`src/rtl/core/rmps_mul.sv`:
```
// Shared signed 32x32 multiplier with a registered 64-bit product.
`timescale 1ns / 1ps
module rmps_mul (
  input  logic               clk_i,
  input  logic signed [31:0] a_i,
  input  logic signed [31:0] b_i,
  output logic signed [63:0] prod_o
);

  logic signed [63:0] prod_q;

  always_ff @(posedge clk_i) begin
    prod_q <= a_i * b_i;
  end

  assign prod_o = prod_q;

endmodule

```
`config.mk`:
```
export PLATFORM = sky130hd
export DESIGN_NAME = rmps_mul
export DESIGN_NICKNAME = d
export VERILOG_FILES = /design/src/rtl/core/rmps_mul.sv
export SDC_FILE = /design/constraint.sdc
export NUM_CORES = 2
export LEC_CHECK = 0
export BUFFER_PORTS_ARGS = -buffer_cell sky130_fd_sc_hd__buf_2
export CAP_MARGIN = 20
export CORE_AREA = 2 2 261 263
export DETAILED_ROUTE_END_ITERATION = 7
export DIE_AREA = 0 0 263 265
export PLACE_DENSITY = 0.75
export SYNTH_ARGS = -nofsm -noshare
export SYNTH_HDL_FRONTEND = slang
export SYNTH_SLANG_ARGS = --single-unit
```
`constraint.sdc`:
```
create_clock -name clk_i -period 7.31 [get_ports clk_i]
set_clock_uncertainty 0.2 [all_clocks]
set_input_delay 0.3655 -clock clk_i [delete_from_list [all_inputs] [get_ports clk_i]]
set_output_delay 0.3655 -clock clk_i [all_outputs]
set_load 0.005 [all_outputs]
```
Word level (Yosys, flattened, before mapping)
Index checks and enable logic that the tools add are counted.
W data, S select, Z words.
- bits in registers: 64
- $mul: 1
- operators with widths (cell ; number):
    $mul A32 B32 Y64 ; 1

Depth between registers and ports, before layout
- depth after elaboration: 1
- depth in mapped cells: 28
- depth with buffers taken out: 27

Least setup slack after synthesis
No wires, ideal clock.
- kind: input-to-reg
- start: in b_i[2]
- end: reg prod_q[62] (netlist: prod_o[62])
- setup time: 0.072 ns
- arrival: 7.555 ns
- required time: 7.038 ns
- path slack: -0.516 ns
- stages: 24
- path buffers: 1
- cells stage by stage: clkbuf_1 nand2_1 inv_1 fa_1 fa_1 fa_1 fa_1 inv_1 fa_1 inv_1 fa_1 inv_1 fa_1 inv_1 fa_1 ha_1 and3_1 nand2_1 or3_1 o22a_1 o211ai_1 a31oi_1 o31ai_1 xor2_1
- longest elaborated chain between the ends: 1
- RTL lines (element ; line ; RTL):
    start, declared ; 6 ; input logic signed [31:0] b_i,
    $mul A32 B32 Y64 ; 13 ; prod_q <= a_i * b_i;
    end signal, assigned ; 13 ;
    end, declared ; 10 ; logic signed [63:0] prod_q;
No other way between the ends.

Final worst setup path
Ends and elaborated chain as after synthesis.

==> impl_results.md <==
- Mean post-synth cell area: 9.59 um^2
- Clock sink count: 64
- Final Critical Period: around 7.4 ns
- CP Class: in -> reg
- TritonCTS Buffers: 9
- Total Wirelength: 104 mm
- Core Util, Final: 0.667
- Endpoints failing setup: 8
- Post-synth EDFFs: 0
- Clock buffer depth: 2
- Critical path endpoint: prod_o[62]
- HPWL after detailed placement: ~90 mm
- Synth async-reset ratio: 0
- PortBufs: 128
- Post-DRT Antenna Nets: 0
- Number of global-route vias before repair: 30,992
- Total Routing Usage GR: 0.314
- 1st-iter DRT viols: 1,833
- Largest register FFs: 64
- Initial DRT Pass Iterations: 5
- Synthesis-to-finish area growth: 19.7%
- Area of the multi-input gates: about 33,000 um^2
- Initial antenna violation count: 7
- Largest net degree at the start of global routing: 33
- Die footprint: about 70,000 um^2
- Remaining routing DRC violations: 0
- GR Util met1: 0.404
- RSZ-0062 raised after global routing: true
- Final worst slack: -0.133 ns
- Largest fanout on the critical path: 6
- Reg clk slew, reported paths: around 0.070 ns
- Hold WC Path Type: in -> reg
- Row count: 95
- Fin nets: 5,671
- Rel. slew slack: 0.685
- Top cells by count, synth: fa_1 (1,082), inv_1 (952), and2_1 (516)
- Hold buffer count at CTS: 0
- Tcrit/Tclk final: 1.02
- GR met3 Demand/Resource: 0.0588
- GR Util met2: 0.533
- CTS tree: yes
- Yosys warning count: 0
- Starting Density: 0.558
- Pins Over Slew Limit: 0
- Top cells by area, synth: fa_1 (58%), inv_1 (9.6%), and2_1 (8.7%)
- Reg area: 1280 um^2
- Final-report hold violation count: 0
- Fmax: 134 MHz
- Flops & latches, synth: 64
- Worst slew pin tran: 0.468 ns
- First-pass GRT wire length: 169 mm
- Netlist cell types: 63
- Wire per inst: between 20 and 25 um
- Crit path launch: b_i[2]
- CP required: 7.44 ns
- Layout cell share with drive strength beyond 1: 0.204
- Vias per inst: 5.32
- Filler instances: 4,929
- Critical path endpoint category: register
- MaxCap Viol Count: 0
- Violated checks: negative setup slack
- Arr. time, crit path: 7.57 ns
- DR vias: 27,790
- Synth Cell Area: 37,200 um^2
- # IOs: 129
- Status: finished, violations left
- Clock root buffer: clkbuf_16
- Leading area contributor after synthesis: fa_1
- Core Footprint: 66,800 um^2
- Syn Inst Count: 3,884
- Die width: around 260 um
- DIE HEIGHT: 265 um
- Ys flop type: dfxtp_1
- Post-synth top area share: 0.582
- Seq/Total Area, Yosys: 0.0344
- Count leader, synth: fa_1
- GR peak layer: met2
- CTS H-tree depth: 3
- Startpoint types: primary input
- Grt ovf: 0
- Net Count, Synth: about 5,200
- Global placement routability congestion: between 0.9 and 1
-- cell families after synthesis --
family                   synth area share
AO/OA/AOI/OAI                      0.0346
XOR/XNOR                           0.0176
adder cells (fa/ha/maj)             0.643
buffers and inverters               0.116
flip-flops                         0.0344
AND/OR/NAND/NOR                     0.154
-- worst min-delay path by stage --
stage	start	to	slack [ns]	cells after the start
final	a_i[0]	prod_o[0]	0.32	3
after detailed placement	prod_o[14]	prod_o[14]	0.54	1
after CTS	a_i[0]	prod_o[0]	0.29	3
after global routing	a_i[0]	prod_o[0]	0.32	3
after global placement	prod_o[14]	prod_o[14]	0.54	1
after floorplan	b_i[0]	prod_o[0]	0.29	1
-- per-stage QoR --
step / worst slack (ns) / cells / TNS (ns) / hold slack, ns / instance area (um^2)
floorplan: -0.251 / 3884 / -0.578 / 0.293 / 37400
CTS: -0.169 / 5188 / -0.677 / 0.290 / 43400
detailed placement: -1.28 / 5138 / -23.77 / 0.539 / 42100
finish: -0.133 / 5219 / -0.654 / 0.321 / 44600
global route: -0.311 / 5219 / -3.01 / 0.322 / 44600
global placement: -1.10 / 5138 / -18.61 / 0.542 / 42100
-- per-layer routing --
metal / share of wire / vias up / wire [um]
li1: - / 11971 / -
met1: 0.38 / 14420 / 39300
met2: 0.50 / 1111 / 52600
met3: 0.076 / 278 / 7970
met4: 0.044 / 10 / 4620
met5: 0.00061 / - / 64
-- critical path, cell delays in order --
cell	delay, ns
buf_12	0.11
buf_12	0.14
buf_6	0.12
nand2_2	0.06
fa_1	0.43
fa_1	0.56
fa_1	0.53
fa_1	0.55
inv_1	0.05
fa_1	0.49
fa_2	0.65
fa_2	0.47
fa_2	0.49
ha_4	0.31
nand4_1	0.14
buf_4	0.17
buf_6	0.13
or3_4	0.39
nor3_4	0.22
a21oi_4	0.09
o211ai_1	0.20
buf_4	0.20
buf_6	0.11
a31oi_1	0.07
buf_4	0.16
o31ai_4	0.17
xor2_1	0.16
-- cell type report --
| class | instances | share of cell area |
|---|---|---|
| Tap cell | 873 | 0.0245 |
| Antenna cell | 2 | 0.000112 |
| Timing Repair Buffer | 645 | 0.125 |
| Multi-Input combinational cell | 2668 | 0.735 |
| Clock inverter | 3 | 0.000393 |
| Inverter | 952 | 0.0804 |
| Sequential cell | 64 | 0.0287 |
| Clock buffer | 12 | 0.00575 |
-- cell usage in the layout (no fill, tap or decap), types with 5 or more instances in the layout --
master	Yosys	final
a211oi_2	3	5
a21o_1	23	23
a21oi_1	68	45
a21oi_2	0	13
a21oi_4	0	10
a31oi_1	12	6
a31oi_2	0	5
and2_1	516	502
and2_4	0	14
and3_1	7	5
buf_12	0	39
buf_2	3	78
buf_4	0	435
buf_6	0	69
buf_8	0	9
clkbuf_16	0	12
clkbuf_4	0	9
dfxtp_1	64	64
fa_1	1082	1035
fa_2	0	47
ha_1	184	158
ha_4	0	26
inv_1	952	928
inv_2	0	21
nand2_1	511	496
nand2_2	0	11
nand2b_1	9	8
nand3_1	15	8
nand4_1	7	7
nor2_1	42	34
nor2_2	0	7
o21ai_0	28	16
o21ai_1	1	8
o21ai_4	0	5
o21bai_1	15	12
xnor2_1	53	52
xor2_1	22	22
-- what timing repair did --
item                       CTS  global route
gates resized for setup    167           246
buffers inserted            34            26
pin swaps                   62           131
cloned                       3             3
setup endpoints to repair   28            28
Power is left out: the tool's default activity adds up to more than one toggle a clock period on the data nets, which glitch-free logic cannot reach.
