--- src/rtl/core/rmps_div.sv ---
// Iterative restoring divider: signed 64-bit dividend by positive 32-bit divisor.
`timescale 1ns / 1ps
module rmps_div (
  input  logic               clk_i,
  input  logic               rst_ni,
  input  logic               start_i,
  input  logic signed [63:0] num_i,
  input  logic        [31:0] den_i,
  output logic               done_o,
  output logic signed [63:0] quot_o
);

  logic        busy_q;
  logic        done_q;
  logic [5:0]  cnt_q;
  logic        neg_q;
  logic [63:0] dvd_q;
  logic [32:0] rem_q;
  logic [31:0] den_q;
  logic [32:0] rem_sh;
  logic        fits;

  assign rem_sh = {rem_q[31:0], dvd_q[63]};
  assign fits   = rem_sh >= {1'b0, den_q};

  always_ff @(posedge clk_i or negedge rst_ni) begin
    if (!rst_ni) begin
      busy_q <= 1'b0;
      done_q <= 1'b0;
      cnt_q  <= '0;
    end else begin
      done_q <= 1'b0;
      if (start_i) begin
        busy_q <= 1'b1;
        cnt_q  <= '0;
      end else if (busy_q) begin
        cnt_q <= cnt_q + 6'd1;
        if (cnt_q == 6'd63) begin
          busy_q <= 1'b0;
          done_q <= 1'b1;
        end
      end
    end
  end

  always_ff @(posedge clk_i) begin
    if (start_i) begin
      neg_q <= num_i[63];
      dvd_q <= num_i[63] ? -num_i : num_i;
      rem_q <= '0;
      den_q <= den_i;
    end else if (busy_q) begin
      rem_q <= fits ? rem_sh - {1'b0, den_q} : rem_sh;
      dvd_q <= {dvd_q[62:0], fits};
    end
  end

  assign done_o = done_q;
  assign quot_o = neg_q ? -$signed(dvd_q) : $signed(dvd_q);

endmodule

--- config.mk ---
export PLATFORM = sky130hd
export DESIGN_NAME = rmps_div
export DESIGN_NICKNAME = d
export VERILOG_FILES = /design/src/rtl/core/rmps_div.sv
export SDC_FILE = /design/constraint.sdc
export NUM_CORES = 1
export LEC_CHECK = 0
export BUFFER_PORTS_ARGS = -buffer_cell sky130_fd_sc_hd__buf_2
export CORE_UTILIZATION = 45
export CTS_CLUSTER_SIZE = 8
export DETAILED_ROUTE_END_ITERATION = 6
export PLACE_DENSITY = 0.65
export RECOVER_POWER = 100
export SETUP_SLACK_MARGIN = 0.5
export SKIP_LAST_GASP = 1
export SLEW_MARGIN = 10
export SYNTH_ARGS = -nofsm -noshare
export SYNTH_HDL_FRONTEND = slang
export SYNTH_SLANG_ARGS = --single-unit
--- constraint.sdc ---
create_clock -name clk_i -period 11.8 [get_ports clk_i]
set_input_delay 2.36 -clock clk_i [delete_from_list [all_inputs] [get_ports clk_i]]
set_output_delay 2.36 -clock clk_i [all_outputs]
set_load 0.02 [all_outputs]
# [After elaboration in Yosys (flattened, before gate mapping)]
# Cells that the tools add are included.
[op_classes] addsub=4 magnitude_cmp=1 n_eq_ne=1 muxes=13 n_reduce_logical=1
[op_table] cell="64-bit two-way mux" n=4
[op_table] cell="64-bit negator" n=2
[op_table] cell="33-bit by 32-bit greater-or-equal comparator with 1-bit output" n=1
[op_table] cell="32-bit two-way mux" n=1
[op_table] cell="32-bit subtractor" n=1
[op_table] cell="6-bit two-way mux" n=2
[op_table] cell="6-bit by 1-bit adder with 6-bit output, second input constant" n=1
[op_table] cell="6-bit equality test, second input constant" n=1
[op_table] cell="1-bit two-way mux" n=6
[op_table] cell="2-bit nonzero test" n=1
[totals] register_bits=137 input_bits=99 output_inout_bits=65 word_cells=27

# [Longest topological paths before layout]
[logic_depth] ltp_word=4 depth_mapped=14 depth_no_buf=12

# [Least setup slack after synthesis]
# Ideal clock, no wire load.
[synth_timing] kind="reg2out" from="register dvd_q[29]" to="output quot_o[60]" arrival_ns=3.139 path_slack_ns=6.301 stages_incl_launch_ff=10 cell_sequence="edfxtp_1 -> or4_4 -> or4_1 -> buf_2 -> or4_4 -> nor3_4 -> nand2_1 -> or3_4 -> o31ai_4 -> xnor2_1"
[synth_via] elab_chain_cells=2
[synth_lines] item="start, declared" line="17" text="logic [63:0] dvd_q;"
[synth_lines] item="start signal, assigned" line="49" text="dvd_q <= num_i[63] ? -num_i : num_i;"
[synth_lines] item="start signal, assigned" line="54" text="dvd_q <= {dvd_q[62:0], fits};"
[synth_lines] item="64-bit negator" line="59" text="assign quot_o = neg_q ? -$signed(dvd_q) : $signed(dvd_q);"
[synth_lines] item="64-bit two-way mux" line="59"
[synth_lines] item="end, declared" line="10" text="output logic signed [63:0] quot_o"
# Every way passes these cells.

# [Final worst setup path]
[layout_timing] from="input start_i" to="register dvd_q[33] (data pin)"
[layout_via] elab_chain_cells=1
[layout_lines] item="start, declared" line="6" text="input logic start_i,"
[layout_lines] item="64-bit two-way mux" line="47" text="if (start_i) begin"
# Every way passes these cells.
# A chain may end at the register's enable or synchronous reset.

==> out/results.ini <==
[run_status]
outcome = finished, violations left
violations = max-capacitance violations, max-slew violations

[grt]
grt_pass1_wl_um = 38400
grt_use_total_pct = 21.9
antenna_found_initial = 5
grt_pass1_vias = 7587
grt_max_degree = 104
overflow = 0

[setup_path]
slowest_stage = clkbuf_1
reg2reg_to = rem_q[13]
slowest_delay_ps = 3200
rrSetupSlack_ps = 7760
worstSetupPathType = in -> reg
cp-start-kind = input port
worstPathArrival_ps = 8530
cp_common_cell = clkbuf_1
r2r_cells = 11
critical_path.max_fanout = 103
endpoint_kind = flip-flop
r2r-start = den_q[2]
cp_data_required_time_ps = 11970
crit_chain = clkbuf_1 > clkbuf_1 > mux2_2

[floorplan]
rows = 53
start_util_pct = 46.1
io_pins = 164
die_w_um = 149
coreArea_mm2 = 0.0211
dieArea_mm2 = 0.0222
die_height_um = 149

[placement]
dpl.cell_count = 1454
port-buffer-count = 163
pre_cts_ws_ps = 6100
post-dp-hpwl_um = 17200
dpl-instance-area_mm2 = 0.0107
gp_congestion = 0.877

[route]
wl_um = 24000
num_vias = 8274
antenna_left = 0
drtIter0Drc = 565
drtPass1Iterations = 5
routed_via_density = 5.54
wl_per_cell_um = 16.1
drc_errors = 0

[sta]
finClkSkew_ps = 10.9
finalHoldViolCount = 0
holdWs_ps = 487
max_slew.worst_pin.slew_ps = 4700
min_period_ps = 8360
period_share_pct = 70.8
setup_viol = 0
slew-limit-headroom_pct = -213
finalSetupTns_ps = 0
max_freq_mhz = 120
rsz0062_at_grt = no
drv_slew = 318
timing.final.ws_setup_ps = 3440

[final_layout]
fin_util_pct = 53.1
layout-drive-gt1-share_pct = 13.7
final_common_cell = nor2_1
finalInstanceArea_mm2 = 0.0112
fillers = 2063
layout_common_cells = nor2_1, buf_2, edfxtp_1
area_growth_pct = 15.0
final_nets = 1333
final_cells = 1493

[power_and_ir_drop]
power.total_mw = 1.74
ir_drop_mv = 0.0867
power_frac_seq_pct = 37.4
pwr_density_cell_mw_per_mm2 = 156
p_int_mw = 1.13
combPwrFrac_pct = 32.2
clkPwrFrac_pct = 30.4
switching_power_mw = 0.615
switching_share_pct = 35.3
p_leak_nw = 4.36

[min_path]
hold_class = reg -> reg
min_from = rem_q[27]
hold_end = rem_q[27]
min_path_cells = 2

[clocking]
root_buffer = clkbuf_16
cts_tree = done
cts_resized = 0
post_cts_buffers = 0
numCtsBuffers = 17
cts.clk_slew.worst_paths_ps = 60
htree_levels = 4
cts_hold_buf = 0
clock_latency_ps = 430
clock-sinks = 137
clockBufferDepth = 2

[synth]
ys_warn_count = 0
synthXorXnorAreaFrac_pct = 13.7
ys_seq_elements = 137
muxShareOfSynthArea_pct = 2.52
synth_cells = 1065
synth_top_family_by_area = compound AO/OA/AOI/OAI gates
synth.distinct_cells = 69
synth_edf_count = 97
ys.flop_type = edfxtp_1
netlist_area_mm2 = 0.00973
synth_nets = 1200
yosysSeqAreaShare_pct = 38.6
synth_simple_gate_area_share_pct = 16.8
synthAdderAreaFrac_pct = 4.71
async_flop_share_pct = 5.84
synth-compound-area-share_pct = 19.6
avgSynthCellArea_um2 = 9.14

[flow_run]
cap_violations = 4

[layer usage]
metal / track usage [%] / part of all wire [%] / vias up
li1: - / - / 4154
met2: 33.3 / 45 / 229
met1: 31.1 / 48 / 3867
met5: 0 / 0 / -
met4: 7.55 / 1.5 / 0
met3: 3.88 / 5.4 / 24
[state kept, by name, summed over array words and instances (netlist names)]
| register | cells |
|---|---|
| cnt_q | 6 |
| busy_q | 1 |
| done_o | 1 |
| dvd_q | 64 |
| den_q | 32 |
| rem_q | 32 |
| neg_q | 1 |
[worst max-delay path by stage]
stage          depth (start not counted)  slack, ps  startpoint    endpoint
2_1_floorplan                          9       6300   dvd_q[29]  quot_o[60]
3_3_place_gp                           9       6140   dvd_q[29]  quot_o[63]
3_5_place_dp                           9       6100   dvd_q[29]  quot_o[57]
4_1_cts                                9       5640   dvd_q[29]  quot_o[57]
5_1_grt                                3       2700     start_i   dvd_q[33]
6_report                               3       3440     start_i   dvd_q[33]
[area by class of cell]
cell class / instances / area [µm²] / share of cell area (%)
flip-flops and latches: 137 / 3750 / 33.5
clock buffers: 18 / 429 / 3.83
inverters: 46 / 173 / 1.54
multi-input cells: 827 / 5560 / 49.7
well taps: 275 / 344 / 3.07
diodes: 7 / 17.5 / 0.157
clock inverters: 14 / 146 / 1.31
repair buffers: 169 / 766 / 6.84
[Yosys cell counts (all sizes together) (9+ instances only)]
master  number  area, µm²
o31ai       43        369
o41ai       20        198
or3         18        139
xor2        70        613
mux2i       20        200
nand3       16       80.1
buf         10       53.8
o21ai       68        340
a211oi      16        120
or4         21        180
edfxtp      97       2910
nand2       73        282
or2         11       71.3
clkbuf      45        169
ha          35        438
a31oi        9       56.3
xnor2       82        718
a21oi       89        445
inv         46        173
nor2       115        439
nand2b      16        100
nor3        15       86.3
dfxtp       32        641
a21o        11       82.6
[power groups by stage]
stage	registers, mW	clock network, mW	logic, mW
3_3_place_gp	0.659	0	0.561
3_5_place_dp	0.660	0	0.565
4_1_cts	0.650	0.543	0.570
5_1_grt	0.662	0.561	0.624
6_report	0.652	0.530	0.562
2_1_floorplan	0.640	0	0.426
[logic make-up after synthesis]
kind of cell	count (synthesis)
buf+inv	101
flops	137
simple gates	323
mux	24
compound gates	292
fa+ha+maj	36
xor+xnor	152
[worst max-delay path: cells and delay by family]
family                 cells  cell delay, ps
muxes                      1             480
buffers and inverters      2            5640
Note: power is estimated with default switching activity, not from simulation.
