[src/rtl/core/rmps_sqrt.sv]
// Iterative floor square root of a 64-bit value, one result bit per cycle.
`timescale 1ns / 1ps
module rmps_sqrt (
  input  logic        clk_i,
  input  logic        rst_ni,
  input  logic        start_i,
  input  logic [63:0] val_i,
  output logic        done_o,
  output logic [31:0] root_o
);

  logic        busy_q;
  logic        done_q;
  logic [4:0]  cnt_q;
  logic [63:0] v_q;
  logic [63:0] r_q;
  logic [63:0] bit_q;
  logic [63:0] rb;

  assign rb = r_q + bit_q;

  always_ff @(posedge clk_i or negedge rst_ni) begin
    if (!rst_ni) begin
      busy_q <= 1'b0;
      done_q <= 1'b0;
      cnt_q  <= '0;
    end else begin
      done_q <= 1'b0;
      if (start_i) begin
        busy_q <= 1'b1;
        cnt_q  <= '0;
      end else if (busy_q) begin
        cnt_q <= cnt_q + 5'd1;
        if (cnt_q == 5'd31) begin
          busy_q <= 1'b0;
          done_q <= 1'b1;
        end
      end
    end
  end

  always_ff @(posedge clk_i) begin
    if (start_i) begin
      v_q   <= val_i;
      r_q   <= '0;
      bit_q <= 64'h4000_0000_0000_0000;
    end else if (busy_q) begin
      if (v_q >= rb) begin
        v_q <= v_q - rb;
        r_q <= (r_q >> 1) + bit_q;
      end else begin
        r_q <= r_q >> 1;
      end
      bit_q <= bit_q >> 2;
    end
  end

  assign done_o = done_q;
  assign root_o = r_q[31:0];

endmodule

[config.mk]
export PLATFORM = sky130hd
export DESIGN_NAME = rmps_sqrt
export DESIGN_NICKNAME = d
export VERILOG_FILES = /design/src/rtl/core/rmps_sqrt.sv
export SDC_FILE = /design/constraint.sdc
export NUM_CORES = 1
export LEC_CHECK = 0
export BUFFER_PORTS_ARGS = -buffer_cell sky130_fd_sc_hd__buf_2
export CELL_PAD_IN_SITES_DETAIL_PLACEMENT = 1
export CELL_PAD_IN_SITES_GLOBAL_PLACEMENT = 1
export CORE_ASPECT_RATIO = 0.9
export CORE_UTILIZATION = 45
export DETAILED_ROUTE_END_ITERATION = 12
export HOLD_SLACK_MARGIN = 0.02
export PLACE_DENSITY_LB_ADDON = 0.2
export REMOVE_ABC_BUFFERS = 1
export SYNTH_ARGS = -nofsm -noshare
export SYNTH_HDL_FRONTEND = slang
export SYNTH_SLANG_ARGS = --single-unit
[constraint.sdc]
create_clock -name clk_i -period 23.1 [get_ports clk_i]
set_input_delay 3.465 -clock clk_i [delete_from_list [all_inputs] [get_ports clk_i]]
set_output_delay 3.465 -clock clk_i [all_outputs]
set_load 0.05 [all_outputs]
# [Word level (Yosys, flattened, before mapping)]
# Index checks and enable logic that the tools add are counted.
[totals] mem_count=0 in_bits=67 elab_cells=27 romBits=0 regBits=167 out_inout_bits=33 mem_bits_rw=0 latchBits=0
[classes] n_lt_le_gt_ge=1 addsub=4 n_mul=0 bitwise=0 n_reduce_logical=3 n_eq_ne=1 muxes=12 div_mod_pow=0 shifts=0
[ops] operator="$mux 64" n=4
[ops] operator="$add 63x63->64" n=1
[ops] operator="$add 64x63->64" n=1
[ops] operator="$ge 64x64->1" n=1
[ops] operator="$sub 64x64->64" n=1
[ops] operator="$mux 5" n=2
[ops] operator="$mux 1" n=6
[ops] operator="$add 5x1->5 const B" n=1
[ops] operator="$eq 5x5->1 const B" n=1
[ops] operator="$reduce_bool 2->1" n=2
[ops] operator="$reduce_and 2->1" n=1

# [Depth between registers and ports, before layout]
[logic_depth] depth_word=5 mapped_depth=25 ltp_nobuf=21

# [Worst setup path after synthesis]
# OpenSTA, ideal clock, no wires.
[synth_path] kind="register to register" startpoint="reg r_q[4]" endpoint="reg v_q[0] (enable)" slack_ns=13.461 path_buffers=4 stages_incl_launch_ff=22 arrival_ns=9.065 synth_period_minus_slack_ns=9.639 setup_time_ns=0.574 t_required_ns=22.526 cell_sequence="dfxtp_1 -> ha_1 -> a21oi_1 -> or4b_1 -> a2111oi_2 -> o21ai_0 -> a211o_1 -> a31oi_1 -> o211a_1 -> o21ai_1 -> xor2_1 -> ha_1 -> clkbuf_1 -> nand4_1 -> nand3b_1 -> nand3b_1 -> nand3_1 -> clkbuf_1 -> nor2_2 -> buf_2 -> buf_2 -> o21ai_0"
[synth_between] elab_chain_len=4
[synth_lines] item="start: declaration" line_no="16" text="logic [63:0] r_q;"
[synth_lines] item="start signal: assignment" line_no="50" text="r_q <= (r_q >> 1) + bit_q;"
[synth_lines] item="start signal: assignment" line_no="52" text="r_q <= r_q >> 1;"
[synth_lines] item="$add 64x63->64" line_no="20" text="assign rb = r_q + bit_q;"
[synth_lines] item="$ge 64x64->1" line_no="48" text="if (v_q >= rb) begin"
[synth_lines] item="$reduce_bool 2->1 (no source line)"
[synth_lines] item="$reduce_and 2->1 (no source line)"
[synth_lines] item="end signal: assignment" line_no="44" text="v_q <= val_i;"
[synth_lines] item="end signal: assignment" line_no="49" text="v_q <= v_q - rb;"
[synth_lines] item="end: declaration" line_no="15" text="logic [63:0] v_q;"
# No other way between the ends.
# A chain may end at the register's enable or synchronous reset.

# [Final worst setup path]
[layout_path] startpoint="reg r_q[14]" endpoint="reg v_q[18] (enable)"
# Same word-level chain as after synthesis.

==> results.txt <==
TritonCTS built the clock tree. The cell at the root of the clock tree was clkbuf_16. The synthesized netlist contains 90 unique library cells. The tools report the leakage power of the design as 0.00684 uW. The peak clock frequency supported by timing was 151 MHz. The cell count after synthesis came out at 2072. The final layout contains 2246 nets. For the pin with the worst max-slew slack, the measured transition is 1.04 ns.

Among all flip-flop cells after synthesis, the most frequent one is dfxtp_1. Classification of the worst setup path: flop to flop. The number of synthesized flops with an enable pin is 64. Per-cell routed wire length: 21.9 um. Traced cell by cell, the critical path runs through ha_1, nand4_1, o21a_1, or3_1, nand3_1, a41oi_1, nor3_1, nor3_1, o31ai_1, xnor2_1, ha_1, nand2_1, nor2_1, nand3b_1, nand3b_1, a221oi_2, buf_4, nor2_2, o21ai_4, buf_4. For the worst-skew pair, the clock arrives at the later sink with an insertion delay of 0.47 ns. In this run the worst hold path is classified as flop to flop. Among all stages on the critical path, the largest delay is contributed by buf_4. The mapped cell area was 16200 um^2.

In the final timing run, aggregate negative setup slack is 0 ns. The final layout contains routed wiring with a total length of 55200 um. The count of buffers added on input and output ports is 99.

The tools report the number of global-route vias before repair as 15700. Initial antenna violation count: 0. For the standard-cell row count, the log shows 65. The count of nets left with antenna violations once routing finished came out at 0.

The detailed router finished its first iteration with 1315 violations. Setup repair after global routing left no endpoint under its margin. Entering global routing, the biggest net connects 93 pins.

The share of the Yosys chip area taken by registers is 24.8%. The critical path starts at r_q[14]$_SDFFE_PP0P_. The post-synthesis async set-or-reset flop share was 4.19%; the number of gates resized after cts was 0. The number of hold violations in the final report is 0, and the horizontal die dimension is 202 um.

The share of Yosys cell area claimed by the top area cell type is 11.9%, and the diode insertion count for antenna repair is 0. In the routed design, unresolved DRC markers number 0. The HPWL after detailed placement is 41800 um. The worst setup path is captured at a flop. Power spread over the standard cell area amounts to 124 nW/um^2. The worst max-slew margin expressed relative to the limit is 30.4%, and the worst path required time is 23.19 ns. The via count was 16100.

The core area is 35200 um^2. The clock arrives with 0.0118 ns of skew. In this run the critical register-to-register path is launched from r_q[14]$_SDFFE_PP0P_. The top cell type by total area after synthesis was dfxtp_1. Clock-pin slew was measured on the worst setup and hold paths at 0.07 ns. The longest clock path from root to sink contains 2 buffers. At the end of routability-driven placement, the weighted congestion stood at 0.942. By area the synthesized netlist is led by dfxtp_1, edfxtp_1, ha_1. Cells with a size suffix above 1 make up 9.14% of the layout. Compared with the post-synthesis result, the final layout area differs by 6.21%. The synthesized area per cell came out at 7.81 um^2.

The final critical path time including I/O delays and setup is 6.64 ns, and the count of pins over their slew limit is 0. Global routing finished with a remaining overflow of 0. During synthesis, Yosys emitted a total of 0 warnings.

The critical path ends at v_q[18]$_DFFE_PP_. From bottom edge to top edge, the die measures 182 um. Setup violations remaining at the end of the flow were counted as 0. In this run, synthesis produced a sequential element count of 167. The I/O pin count was 100; the delay of the slowest cell on the worst path was 0.73 ns. For the overall routing resource usage, the log shows 30.1%. The tools report the H-tree depth as 4.

The run finished with clean final reports. The critical path startpoint category was a flop. The logs give 0 for the number of maximum-capacitance constraint violations and 17 for the total CTS buffers.

The worst hold margin was 0.535 ns. The fraction of the cycle the final worst path needs came out at 28.7%. The total clock sinks is 167, and the vias per cell is 6.37. VDD sags by at most 66.5 uV. The worst hold path begins at cnt_q[4]$_DFFE_PN0P_. The tools report the destination of the worst register-to-register timing path as v_q[18]$_DFFE_PP_. The logs give 16.46 ns for the slack of the worst reg-to-reg path and 5 for the number of detailed-route iterations in the first pass. The first global-routing pass estimated 88100 um of wire. The number of buffers added for setup after CTS is 0, and the full die area is 36700 um^2.

For the worst setup path, the data arrival time is 6.72 ns. In this run the worst path has a maximum fanout of 64. Depth of the worst register-to-register path: 20.

Initial core utilization: 45.9%. After clock tree synthesis, the flow added hold-fix buffers numbering 0.
flip-flops by register name, indices dropped and copies added (netlist names):
signal / flops
r_q: 64
v_q: 64
bit_q: 32
cnt_q: 5
busy_q: 1
done_o: 1
routing by layer:
layer / vias to the layer above / track usage (%) / wire, um
met3: 48 / 3.25 / 2670
met4: 0 / 7.73 / 831
met2: 447 / 45.3 / 23900
met1: 7960 / 45.1 / 27800
li1: 7640 / - / -
met5: - / 0 / 0
worst max-delay path, delay by kind of cell (launching register included):
kind / cells / cell delay [ns]
and+or+nand+nor: 10 / 2.39
AOI/OAI and AO/OA: 5 / 1.21
buffers and inverters: 2 / 1.12
adders and majority gates: 2 / 0.89
DFF: 1 / 0.43
xor gates and xnor gates: 1 / 0.16
area by class of cell:
cell class | instances | area, um^2
inverters | 55 | 206
flip-flops and latches | 167 | 4020
well taps | 469 | 587
fillers | 4373 | 18000
clock inverters | 12 | 114
repair buffers | 109 | 577
multi-input cells | 1696 | 11200
clock buffers | 19 | 464
through the flow:
step	cell area, um^2	power, uW	worst slack, ns	cells	utilization [%]
3_3_place_gp	16600	1760	16.86	2496	47.1
4_1_cts	17200	2110	16.62	2527	48.8
5_1_grt	17200	2280	16.12	2527	48.8
6_report	17200	2140	16.46	2527	48.8
3_5_place_dp	16600	1800	16.68	2496	47.1
2_1_floorplan	15400	1440	12.59	1918	-
logic make-up (layout without fill, tap and decap cells):
kind of cell | count (synthesis) | in the layout | share of synthesized area (%)
buffers and inverters | 209 | 195 | 5.92
multiplexers | 58 | 58 | 3.64
flip-flops | 167 | 167 | 24.8
adder cells (fa/ha/maj) | 133 | 133 | 10.3
AO/OA/AOI/OAI | 698 | 698 | 28.4
XOR/XNOR | 141 | 141 | 7.63
AND/OR/NAND/NOR | 666 | 666 | 19.2
cell usage after synthesis (15+ instances only):
| library cell | number |
|---|---|
| o21ai_0 | 197 |
| a21oi_1 | 123 |
| xnor2_1 | 72 |
| dfxtp_1 | 96 |
| xor2_1 | 69 |
| a311oi_1 | 19 |
| o31ai_1 | 24 |
| a21o_1 | 49 |
| nand2_1 | 229 |
| o21bai_1 | 28 |
| or3_1 | 17 |
| nor3_1 | 37 |
| a31oi_1 | 59 |
| a31o_2 | 15 |
| clkbuf_1 | 99 |
| edfxtp_1 | 64 |
| and2_1 | 15 |
| and3_1 | 19 |
| buf_4 | 36 |
| inv_1 | 54 |
| a211oi_1 | 43 |
| nor2_1 | 177 |
| ha_1 | 132 |
| mux2i_1 | 51 |
| a221oi_1 | 17 |
| o21a_1 | 15 |
| nand4_1 | 52 |
| nand3_1 | 53 |
placed cells by master, fill, tap and decap left out, types with 17 or more instances in the layout:
cell type,synthesis,layout
a311oi_1,19,19
a211oi_1,43,43
nand3_1,53,53
a31oi_1,59,59
a221oi_1,17,17
o21ai_0,197,196
xnor2_1,72,72
nand2_1,229,229
xor2_1,69,69
buf_2,9,98
clkbuf_16,0,18
a21o_1,49,49
nand4_1,52,52
a21oi_1,123,123
edfxtp_1,64,64
ha_1,132,132
nor3_1,37,37
inv_1,54,54
o31ai_1,24,24
and3_1,19,19
o21bai_1,28,28
dfxtp_1,96,96
or3_1,17,17
nor2_1,177,177
mux2i_1,51,51
how the worst min path moves through the flow:
| stage | slack (ns) | end | cells past startpoint |
|---|---|---|---|
| 3_3_place_gp | 0.49 | r_q[0]$_SDFFE_PP0P_ | 2 |
| 5_1_grt | 0.58 | cnt_q[4]$_DFFE_PN0P_ | 2 |
| 2_1_floorplan | 0.48 | r_q[63]$_SDFFE_PP0P_ | 2 |
| 3_5_place_dp | 0.52 | cnt_q[4]$_DFFE_PN0P_ | 2 |
| 4_1_cts | 0.54 | cnt_q[4]$_DFFE_PN0P_ | 2 |
| 6_report | 0.53 | cnt_q[4]$_DFFE_PN0P_ | 2 |
power by group:
group          total [uW]  leakage, uW  internal [uW]  switching [uW]
logic                1340      0.00502            475             861
clock network         296     0.000286            159             137
registers             504      0.00154            423            81.6
total                2140      0.00684           1060            1080
No activity file was read; power rests on OpenSTA's default activity.
